File: src/rtl/ptt_pkg.sv
// ----------------------------------------------------------------------------
// ptt_pkg: shared types and codes for the periodic timer table
// Holds the command and status codes, the slot record and the cell flags.
// ----------------------------------------------------------------------------
`default_nettype none
package ptt_pkg;

    localparam int MaxReports = 16;

    typedef enum logic [1:0] {
        CMD_SET     = 2'd0,
        CMD_KILL    = 2'd1,
        CMD_ADVANCE = 2'd2,
        CMD_CHECK   = 2'd3
    } cmd_t;

    typedef enum logic [1:0] {
        ST_OK        = 2'd0,
        ST_BAD_ID    = 2'd1,
        ST_NOT_FOUND = 2'd2,
        ST_REJECTED  = 2'd3
    } status_t;

    typedef enum logic [1:0] {
        S_IDLE   = 2'd0,
        S_SCAN   = 2'd1,
        S_FINISH = 2'd2
    } state_t;

    typedef struct packed {
        logic        active;
        logic [15:0] id;
        logic [15:0] owner;
        logic [31:0] period;
        logic [31:0] deadline;
    } slot_t;

    // Flags a cell derives from its own record.
    typedef struct packed {
        logic expired;
        logic free;
    } cell_flags_t;

    typedef struct packed {
        status_t     status;
        logic [15:0] id;
        logic [15:0] owner;
        logic        fired;
        logic        last;
    } result_t;

endpackage
`default_nettype wire

File: src/rtl/ptt_cell.sv
// ----------------------------------------------------------------------------
// ptt_cell: one timer slot in the rotating slot chain
// Holds one slot record, takes its neighbor's record on a shift and reports
// whether its own timer is free or has expired.
// ----------------------------------------------------------------------------
`default_nettype none
module ptt_cell
    import ptt_pkg::*;
(
    input  wire logic        aclk,
    input  wire logic        aresetn,
    input  wire logic        shift_en,
    input  wire slot_t       rec_in,
    input  wire logic [31:0] tick,
    output slot_t            rec_out,
    output cell_flags_t      flags
);

    slot_t rec_reg;

    always_ff @(posedge aclk) begin
        if (!aresetn) begin
            rec_reg <= '0;
        end else if (shift_en) begin
            rec_reg <= rec_in;
        end
    end

    assign rec_out       = rec_reg;
    assign flags.free    = !rec_reg.active;
    assign flags.expired = rec_reg.active && (tick >= rec_reg.deadline);

endmodule
`default_nettype wire

File: src/rtl/periodic_timer_table_top.sv
// ----------------------------------------------------------------------------
// periodic_timer_table_top: table of periodic timers on a millisecond count
// Set, kill, advance and check requests against a row of timer slots.
// ----------------------------------------------------------------------------
// The slots sit in a ring of cells that rotates by one place per cycle
// while a request is worked on, unless a check stalls it; the controller
// looks only at the head cell, which holds slot 0, 1, 2 ... in turn, and
// writes the possibly changed record back into the tail, so after
// TIMER_SLOTS shifts every slot is back in place. Advance requests, sets
// with a zero interval or a full table, and kills of id zero are answered
// without a scan. Other set, kill and check requests shift the ring through
// all TIMER_SLOTS slots in S_SCAN and give the final result in S_FINISH.
// A check stalls the ring while its reports wait on the result port.
// Each check report is held one step so that the final one can carry tlast.
// A new request is taken only when the block is idle and the result register
// is free or being emptied.
// ----------------------------------------------------------------------------
`default_nettype none
module periodic_timer_table_top
    import ptt_pkg::*;
#(
    parameter int TIMER_SLOTS = 16
) (
    input  wire logic         aclk,
    input  wire logic         aresetn,
    input  wire logic         s_tvalid,
    output logic              s_tready,
    // command[1:0], owner[17:2], interval[49:18], kill_id[65:50],
    // elapsed[97:66], report_limit[102:98], zero fill [103]
    input  wire logic [103:0] s_tdata,
    output logic              m_tvalid,
    input  wire logic         m_tready,
    // status[1:0], result_id[17:2], timer_owner[33:18], fired[34],
    // tick_now[66:35], zero fill [71:67]
    output logic [71:0]       m_tdata,
    output logic              m_tlast
);

    localparam int CW = (TIMER_SLOTS > 1) ? $clog2(TIMER_SLOTS) : 1;
    localparam int AW = $clog2(TIMER_SLOTS + 1);
    localparam int LimCap = (TIMER_SLOTS < MaxReports) ? TIMER_SLOTS : MaxReports;
    localparam logic [CW-1:0] LastStep = CW'(TIMER_SLOTS - 1);
    localparam logic [AW-1:0] Full = AW'(TIMER_SLOTS);

    // Unpacked request fields.
    cmd_t        in_cmd;
    logic [15:0] in_owner;
    logic [31:0] in_interval;
    logic [15:0] in_kill_id;
    logic [31:0] in_elapsed;
    logic [4:0]  in_limit;
    logic [4:0]  lim_sat;

    assign in_cmd      = cmd_t'(s_tdata[1:0]);
    assign in_owner    = s_tdata[17:2];
    assign in_interval = s_tdata[49:18];
    assign in_kill_id  = s_tdata[65:50];
    assign in_elapsed  = s_tdata[97:66];
    assign in_limit    = s_tdata[102:98];
    assign lim_sat     = (in_limit > 5'(LimCap)) ? 5'(LimCap) : in_limit;

    state_t         state_reg, state_next;
    cmd_t           cmd_reg;
    logic [15:0]    owner_reg, kill_id_reg;
    logic [31:0]    interval_reg;
    logic [4:0]     lim_reg, n_reg;
    logic [CW-1:0]  step_reg;
    logic [31:0]    tick_reg;
    logic [15:0]    id_cnt_reg;
    logic [AW-1:0]  count_reg;
    logic           done_reg;
    logic           pend_valid_reg;
    result_t        pend_reg;
    logic           out_valid_reg;
    result_t        out_reg;

    logic out_free, accept, immediate, head_hit, stall, shift_en;

    // Slot chain.
    slot_t       rec [TIMER_SLOTS];
    cell_flags_t flg [TIMER_SLOTS];
    slot_t       wb;

    for (genvar g = 0; g < TIMER_SLOTS; g++) begin : g_cell
        slot_t rin;
        if (g == TIMER_SLOTS - 1) begin : g_tail
            assign rin = wb;
        end else begin : g_mid
            assign rin = rec[g+1];
        end
        ptt_cell u_cell (
            .aclk     (aclk),
            .aresetn  (aresetn),
            .shift_en (shift_en),
            .rec_in   (rin),
            .tick     (tick_reg),
            .rec_out  (rec[g]),
            .flags    (flg[g])
        );
    end

    assign out_free  = !out_valid_reg || m_tready;
    assign s_tready  = (state_reg == S_IDLE) && out_free;
    assign accept    = s_tvalid && s_tready;
    assign immediate = (in_cmd == CMD_ADVANCE)
                    || (in_cmd == CMD_SET && (in_interval == '0 || count_reg >= Full))
                    || (in_cmd == CMD_KILL && in_kill_id == '0);

    assign head_hit = (cmd_reg == CMD_CHECK) && flg[0].expired && (n_reg < lim_reg);
    assign stall    = head_hit && pend_valid_reg && !out_free;
    assign shift_en = (state_reg == S_SCAN) && !stall;

    // Head processing: record written back into the tail of the ring.
    logic set_hit, kill_hit;
    assign set_hit  = (cmd_reg == CMD_SET) && flg[0].free && !done_reg;
    assign kill_hit = (cmd_reg == CMD_KILL) && !flg[0].free
                   && (rec[0].id == kill_id_reg) && !done_reg;

    always_comb begin
        wb = rec[0];
        if (set_hit) begin
            wb.active   = 1'b1;
            wb.id       = id_cnt_reg;
            wb.owner    = owner_reg;
            wb.period   = interval_reg;
            wb.deadline = tick_reg + interval_reg;
        end else if (kill_hit) begin
            wb = '0;
        end else if (head_hit) begin
            wb.deadline = rec[0].deadline + rec[0].period;
        end
    end

    // Next state.
    always_comb begin
        state_next = state_reg;
        unique case (state_reg)
            S_IDLE: begin
                if (accept && !immediate) begin
                    state_next = S_SCAN;
                end
            end
            S_SCAN: begin
                if (shift_en && step_reg == LastStep) begin
                    state_next = S_FINISH;
                end
            end
            S_FINISH: begin
                if (out_free) begin
                    state_next = S_IDLE;
                end
            end
            default: state_next = S_IDLE;
        endcase
    end

    // Result selection.
    logic    out_load;
    result_t out_next;

    always_comb begin
        out_load = 1'b0;
        out_next = '{status: ST_OK, id: '0, owner: '0, fired: 1'b0, last: 1'b1};
        unique case (state_reg)
            S_IDLE: begin
                if (accept && immediate) begin
                    out_load = 1'b1;
                    if (in_cmd == CMD_SET) begin
                        out_next.status = ST_REJECTED;
                    end else if (in_cmd == CMD_KILL) begin
                        out_next.status = ST_BAD_ID;
                    end
                end
            end
            S_SCAN: begin
                if (shift_en && head_hit && pend_valid_reg) begin
                    out_load      = 1'b1;
                    out_next      = pend_reg;
                    out_next.last = 1'b0;
                end
            end
            S_FINISH: begin
                out_load = out_free;
                unique case (cmd_reg)
                    CMD_SET: out_next.id = id_cnt_reg;
                    CMD_KILL: begin
                        if (!done_reg) begin
                            out_next.status = ST_NOT_FOUND;
                        end
                    end
                    CMD_CHECK: begin
                        if (pend_valid_reg) begin
                            out_next = pend_reg;
                        end
                    end
                    default: ;
                endcase
            end
            default: ;
        endcase
    end

    always_ff @(posedge aclk) begin
        if (!aresetn) begin
            state_reg      <= S_IDLE;
            tick_reg       <= '0;
            id_cnt_reg     <= 16'd1;
            count_reg      <= '0;
            out_valid_reg  <= 1'b0;
            pend_valid_reg <= 1'b0;
            done_reg       <= 1'b0;
            step_reg       <= '0;
            n_reg          <= '0;
        end else begin
            state_reg <= state_next;
            if (out_load) begin
                out_valid_reg <= 1'b1;
            end else if (m_tready) begin
                out_valid_reg <= 1'b0;
            end
            if (accept) begin
                done_reg       <= 1'b0;
                step_reg       <= '0;
                n_reg          <= '0;
                pend_valid_reg <= 1'b0;
                if (in_cmd == CMD_ADVANCE) begin
                    tick_reg <= tick_reg + in_elapsed;
                end
            end
            if (shift_en) begin
                step_reg <= step_reg + 1'b1;
                if (set_hit || kill_hit) begin
                    done_reg <= 1'b1;
                end
                if (head_hit) begin
                    n_reg          <= n_reg + 1'b1;
                    pend_valid_reg <= 1'b1;
                end
            end
            if (state_reg == S_FINISH && out_free) begin
                if (cmd_reg == CMD_SET) begin
                    id_cnt_reg <= id_cnt_reg + 1'b1;
                    count_reg  <= count_reg + 1'b1;
                end else if (cmd_reg == CMD_KILL && done_reg && count_reg != '0) begin
                    count_reg <= count_reg - 1'b1;
                end
            end
        end
    end

    // Payload registers.
    always_ff @(posedge aclk) begin
        if (accept) begin
            cmd_reg      <= in_cmd;
            owner_reg    <= in_owner;
            interval_reg <= in_interval;
            kill_id_reg  <= in_kill_id;
            lim_reg      <= lim_sat;
        end
        if (out_load) begin
            out_reg <= out_next;
        end
        if (shift_en && head_hit) begin
            pend_reg <= '{status: ST_OK, id: rec[0].id, owner: rec[0].owner,
                          fired: 1'b1, last: 1'b1};
        end
    end

    // The tick count only changes on an accepted request, which needs the
    // result register to be free, so the live count is the count after the
    // step of the result on show.
    assign m_tvalid = out_valid_reg;
    assign m_tlast  = out_reg.last;
    assign m_tdata  = {5'd0, tick_reg, out_reg.fired, out_reg.owner, out_reg.id,
                       out_reg.status};

`ifndef ASSERT_OFF
    a_count_bound: assert property (@(posedge aclk) disable iff (!aresetn)
        count_reg <= Full)
        else $error("active count exceeds table size");

    a_reports_bound: assert property (@(posedge aclk) disable iff (!aresetn)
        n_reg <= lim_reg || state_reg == S_IDLE)
        else $error("check reported more timers than its limit");

    a_ring_frozen: assert property (@(posedge aclk) disable iff (!aresetn)
        state_reg != S_SCAN |=> $stable(rec[0]) || $past(state_reg) == S_SCAN)
        else $error("slot ring moved outside a scan");
`endif

endmodule
`default_nettype wire
File: config.mk
export PLATFORM = sky130hd
export DESIGN_NAME = periodic_timer_table_top
export DESIGN_NICKNAME = d
export VERILOG_FILES = /design/src/rtl/ptt_pkg.sv /design/src/rtl/ptt_cell.sv /design/src/rtl/periodic_timer_table_top.sv
export SDC_FILE = /design/constraint.sdc
export NUM_CORES = 2
export LEC_CHECK = 0
export ABC_AREA = 0
export BUFFER_PORTS_ARGS = -buffer_cell sky130_fd_sc_hd__buf_2
export CAP_MARGIN = 40
export CORE_ASPECT_RATIO = 1.1
export CORE_UTILIZATION = 40
export DETAILED_ROUTE_END_ITERATION = 7
export PLACE_DENSITY_LB_ADDON = 0.25
export REMOVE_ABC_BUFFERS = 1
export SYNTH_ARGS = -nofsm -noshare
export SYNTH_HDL_FRONTEND = slang
export SYNTH_HIERARCHICAL = 1
export SYNTH_SLANG_ARGS = --single-unit
File: constraint.sdc
create_clock -name aclk -period 15.7 [get_ports aclk]
set_input_delay 0.785 -clock aclk [delete_from_list [all_inputs] [get_ports aclk]]
set_output_delay 0.785 -clock aclk [all_outputs]
set_load 0.005 [all_outputs]
## Word level (Yosys, flattened, before mapping)

Cells that the tools add are included.
W data, S select, Z words.

| storage, ports and cells | value |
|---|---|
| word-level logic and storage cells | 208 |
| output and inout port bits | 75 |
| register bits | 1758 |

| operators by class | value |
|---|---|
| order comparisons | 4 |
| reduce and logical (&&, ||, !) cells | 47 |
| equal/unequal tests | 11 |
| add/subtract/negate cells | 8 |
| mux-type cells | 37 |

Operators with widths:

| kind | number |
|---|---|
| $mux W97 | 1 |
| $add A32 B32 Y32 | 3 |
| $mux W34 | 2 |
| $pmux W34 S2 | 1 |
| $mux W65 | 1 |
| $mux W32 | 2 |
| $ge A32 B32 Y1 | 1 |
| $logic_not A32 Y1 | 1 |
| $pmux W16 S2 | 1 |
| $mux W5 | 5 |
| $logic_and A1 B1 Y1 | 23 |
| $mux W18 | 1 |
| $add A16 B1 Y16 const B | 1 |
| $eq A16 B16 Y1 | 1 |
| $logic_not A16 Y1 | 1 |
| $mux W2 | 6 |
| $pmux W2 S3 | 2 |
| $mux W1 | 11 |
| $add A5 B1 Y5 const B | 2 |
| $mux W4 | 2 |
| $eq A2 B1 Y1 const B | 3 |
| $eq A2 B2 Y1 const B | 3 |
| $logic_not A1 Y1 | 6 |
| $logic_not A2 Y1 | 3 |
| 15 further kinds | 24 |

## Depth between registers and ports, before layout

| depth | value |
|---|---|
| depth in word-level cells | 13 |
| gate-level depth with buffers | 16 |
| gate-level depth less buffers | 16 |

## By module

Netlist, hierarchy kept.

By module, submodules not included:

| module | cells an instance | times used | area an instance (sq um) |
|---|---|---|---|
| ptt_cell | 423 | 16 | 4444.3 |
| periodic_timer_table_top | 1414 | 1 | 13616.8 |

## Least setup slack after synthesis

Ideal clock, no wire load.

| path | value |
|---|---|
| path kind | input port to flip-flop |
| start | input port m_tready |
| end | register out_reg (netlist bit m_tdata[0]) (enable) |
| data arrival time | 5.018 ns |
| path slack | 10.228 ns |
| buffers on the path | 0 |
| cell stages on the path | 6 |
| data required time | 15.247 ns |
| library setup time | 0.453 ns |
| cell sequence | nand2b_1 > and2_1 > nand2_1 > inv_1 > nand2b_1 > a31oi_1 |

| on the way | value |
|---|---|
| elaborated cells on any way between the ends | 13 |

RTL lines:

| what | RTL line | source |
|---|---|---|
| start, declared | periodic_timer_table_top.sv:32 | `input wire logic m_tready,` |
| $logic_or A1 B1 Y1 | periodic_timer_table_top.sv:102 | `assign out_free = !out_valid_reg \|\| m_tready;` |
| $logic_and A1 B1 Y1 | periodic_timer_table_top.sv:103 | `assign s_tready = (state_reg == S_IDLE) && out_free;` |
| via s_tready | periodic_timer_table_top.sv:27 | `output logic s_tready,` |
| $logic_and A1 B1 Y1 | periodic_timer_table_top.sv:104 | `assign accept = s_tvalid && s_tready;` |
| via accept | periodic_timer_table_top.sv:77 | `logic out_free, accept, immediate, head_hit, stall, shift_en;` |
| $logic_and A1 B1 Y1 | periodic_timer_table_top.sv:166 | `if (accept && immediate) begin` |
| $mux W1 | periodic_timer_table_top.sv:166 |  |
| $pmux W1 S3 | periodic_timer_table_top.sv:164 | `unique case (state_reg)` |
| via out_load | periodic_timer_table_top.sv:158 | `logic out_load;` |
| end signal, assigned | periodic_timer_table_top.sv:261 | `out_reg <= out_next;` |
| end, declared | periodic_timer_table_top.sv:75 | `result_t out_reg;` |

The timed path passes the listed nets, and every way through them passes these cells.
A chain may end at the register's enable or synchronous reset.

==> flow_summary.yaml <==
critical_path:
  cpMostUsedCell: "buf_4"
  r2r_slack_ns: 9.67
  reg2reg_from: "g_cell[0].u_cell/rec_out[31]"
  crit_start: "g_cell[0].u_cell/rec_out[31]"
  worst_path_largest_cell_delay_ns: 0.53
  cp.arrival_ns: 6.44
  slowest_stage: "buf_4"
  cp_cell_sequence: "inv_1 > ha_1 > nand4_1 > nor3_1 > and3_1 > a211o_1 > nand2_1 > a211o_2 > buf_4 > inv_2 > nand3_1 > inv_2 > buf_4 > nand2_1 > a31oi_4 > buf_4"
  cp-start-kind: "register"
  cp_num_buf_inv: 6
  worstReg2RegEnd: "m_tdata[30]"
  cp_top_family: "buffers and inverters"
  endpoint: "m_tdata[30]"
  path_max_fanout: 41
  path_class: "reg2reg"
  worstSetupPathDepth: 16
  crit_required_ns: 16.12
  r2r_cells: 16
  critPathCaptureType: "register"
detailed_routing:
  final_antenna_net_count: 0
  drt_wl_total_um: 141000
  viasPerCell: 4.79
  post-route-drc-count: 0
  drtIter0Drc: 2320
  wl_per_cell_um: 15.4
  drt-pass1-iter-count: 5
  dr_total_vias: 43600
cells_and_area:
  multi_input_area_um2: 33700
  stdcell_count: 9106
  layout_common_cells: "dfxtp_1, nor2b_1, mux2i_1"
  largest_register_ff_count: 1552
  seqCellArea_um2: 36600
  fill_cells: 16800
  drive_above_1_share: 0.0806
  num-nets-final: 6805
  area_growth_pct: 12.3
  final_common_cell: "dfxtp_1"
clock_network:
  clock-sinks: 1758
  path_clk_slew_ns: 0.06
  cts_hold_buf: 0
  clockRootBuffer: "clkbuf_16"
  cts_tree: "built"
  cts_made_buffers: 185
  clockBufferDepth: 3
  h-tree-depth: 4
  clk_latency_ns: 0.81
  post_cts_resized: 0
  post_cts_buffers: 0
die:
  die_w_um: 408
  num_rows: 163
  start_util: 0.403
  die_h_um: 448
  coreArea_um2: 179000
  die-area_um2: 183000
  io_pins: 183
global_routing:
  grt_max_degree: 280
  grt_pass1_wl_um: 226000
  grt_remaining_overflow: 0
  grt_pass1_vias: 42000
  antenna_found_initial: 8
  grt_use_total: 0.151
placed_design:
  dp_hpwl_um: 87800
  io_buffers: 176
  place.gp.congestion: 0.837
  place_inst: 8756
synthesis:
  synth_area_um2: 72400
  postSynthAreaPerCell_um2: 11.1
  yosys_warnings: 6
  synthCells: 6517
power:
  irDropWorstVdd_v: 0.000120
  leakagePower_nw: 28.2
  power_density_nw_per_um2: 136
timing:
  fin_crit_ns: 6.03
  tns_ns: 0
  rsz0062_at_grt: "no"
  setup_viol: 0
  hold_viol_final: 0
  finClkSkew_ns: 0.0415
  max_freq_mhz: 166
  worst_pin_slew_ns: 1.09
  slew_headroom: 0.271
  drv_slew: 0
  period_share: 0.384
min_path:
  holdCritPathClass: "in2reg"
run:
  drv_cap: 0
outcome:
  status: "complete, no violations"
final cells by class:
class	count	area share
flip-flops and latches	1758	0.450
well taps	2392	0.0368
diodes	5	0.000154
repair buffers	233	0.0197
clock inverters	80	0.0101
inverters	69	0.00331
clock buffers	265	0.0645
multi-input cells	4304	0.415
per-stage QoR:
| step | cell area [um^2] | setup WS (ns) | hold slack [ns] | power, W | utilization |
|---|---|---|---|---|---|
| floorplan | 70500 | -32.41 | 0.426 | 0.00919 | - |
| global placement | 74900 | 9.70 | 0.453 | 0.00681 | 0.417 |
| detailed placement | 75200 | 9.62 | 0.443 | 0.00684 | 0.419 |
| CTS | 81300 | 9.62 | 0.0620 | 0.0112 | 0.453 |
| global route | 81300 | 9.25 | 0.0883 | 0.0115 | 0.453 |
| finish | 81300 | 9.67 | 0.142 | 0.0110 | 0.453 |
power breakdown:
part,internal [W],switching (W)
logic,0.000906,0.00112
registers,0.00463,0.0000763
clock network,0.00251,0.00179
how the worst min path moves through the flow:
stage | cells after the start | from | end | slack (ns)
2_1_floorplan | 1 | n_reg[4] | n_reg[4] | 0.43
6_report | 1 | s_tdata[6] | owner_reg[4] | 0.14
3_3_place_gp | 1 | n_reg[4] | n_reg[4] | 0.45
5_1_grt | 1 | s_tdata[13] | owner_reg[11] | 0.09
3_5_place_dp | 0 | g_cell[0].u_cell/rec_out[70] | pend_reg[8] | 0.44
4_1_cts | 1 | s_tdata[2] | owner_reg[0] | 0.06
layer usage:
layer / share of wire / vias to the layer above / global-route usage / wire [um]
met3: 0.037 / 250 / 0.0269 / 5190
met2: 0.44 / 591 / 0.237 / 61400
li1: - / 22400 / - / -
met5: 0.000078 / - / 0 / 11
met1: 0.50 / 20400 / 0.207 / 70000
met4: 0.028 / 2 / 0.0559 / 3970
No activity file was read; power rests on OpenSTA's default activity.
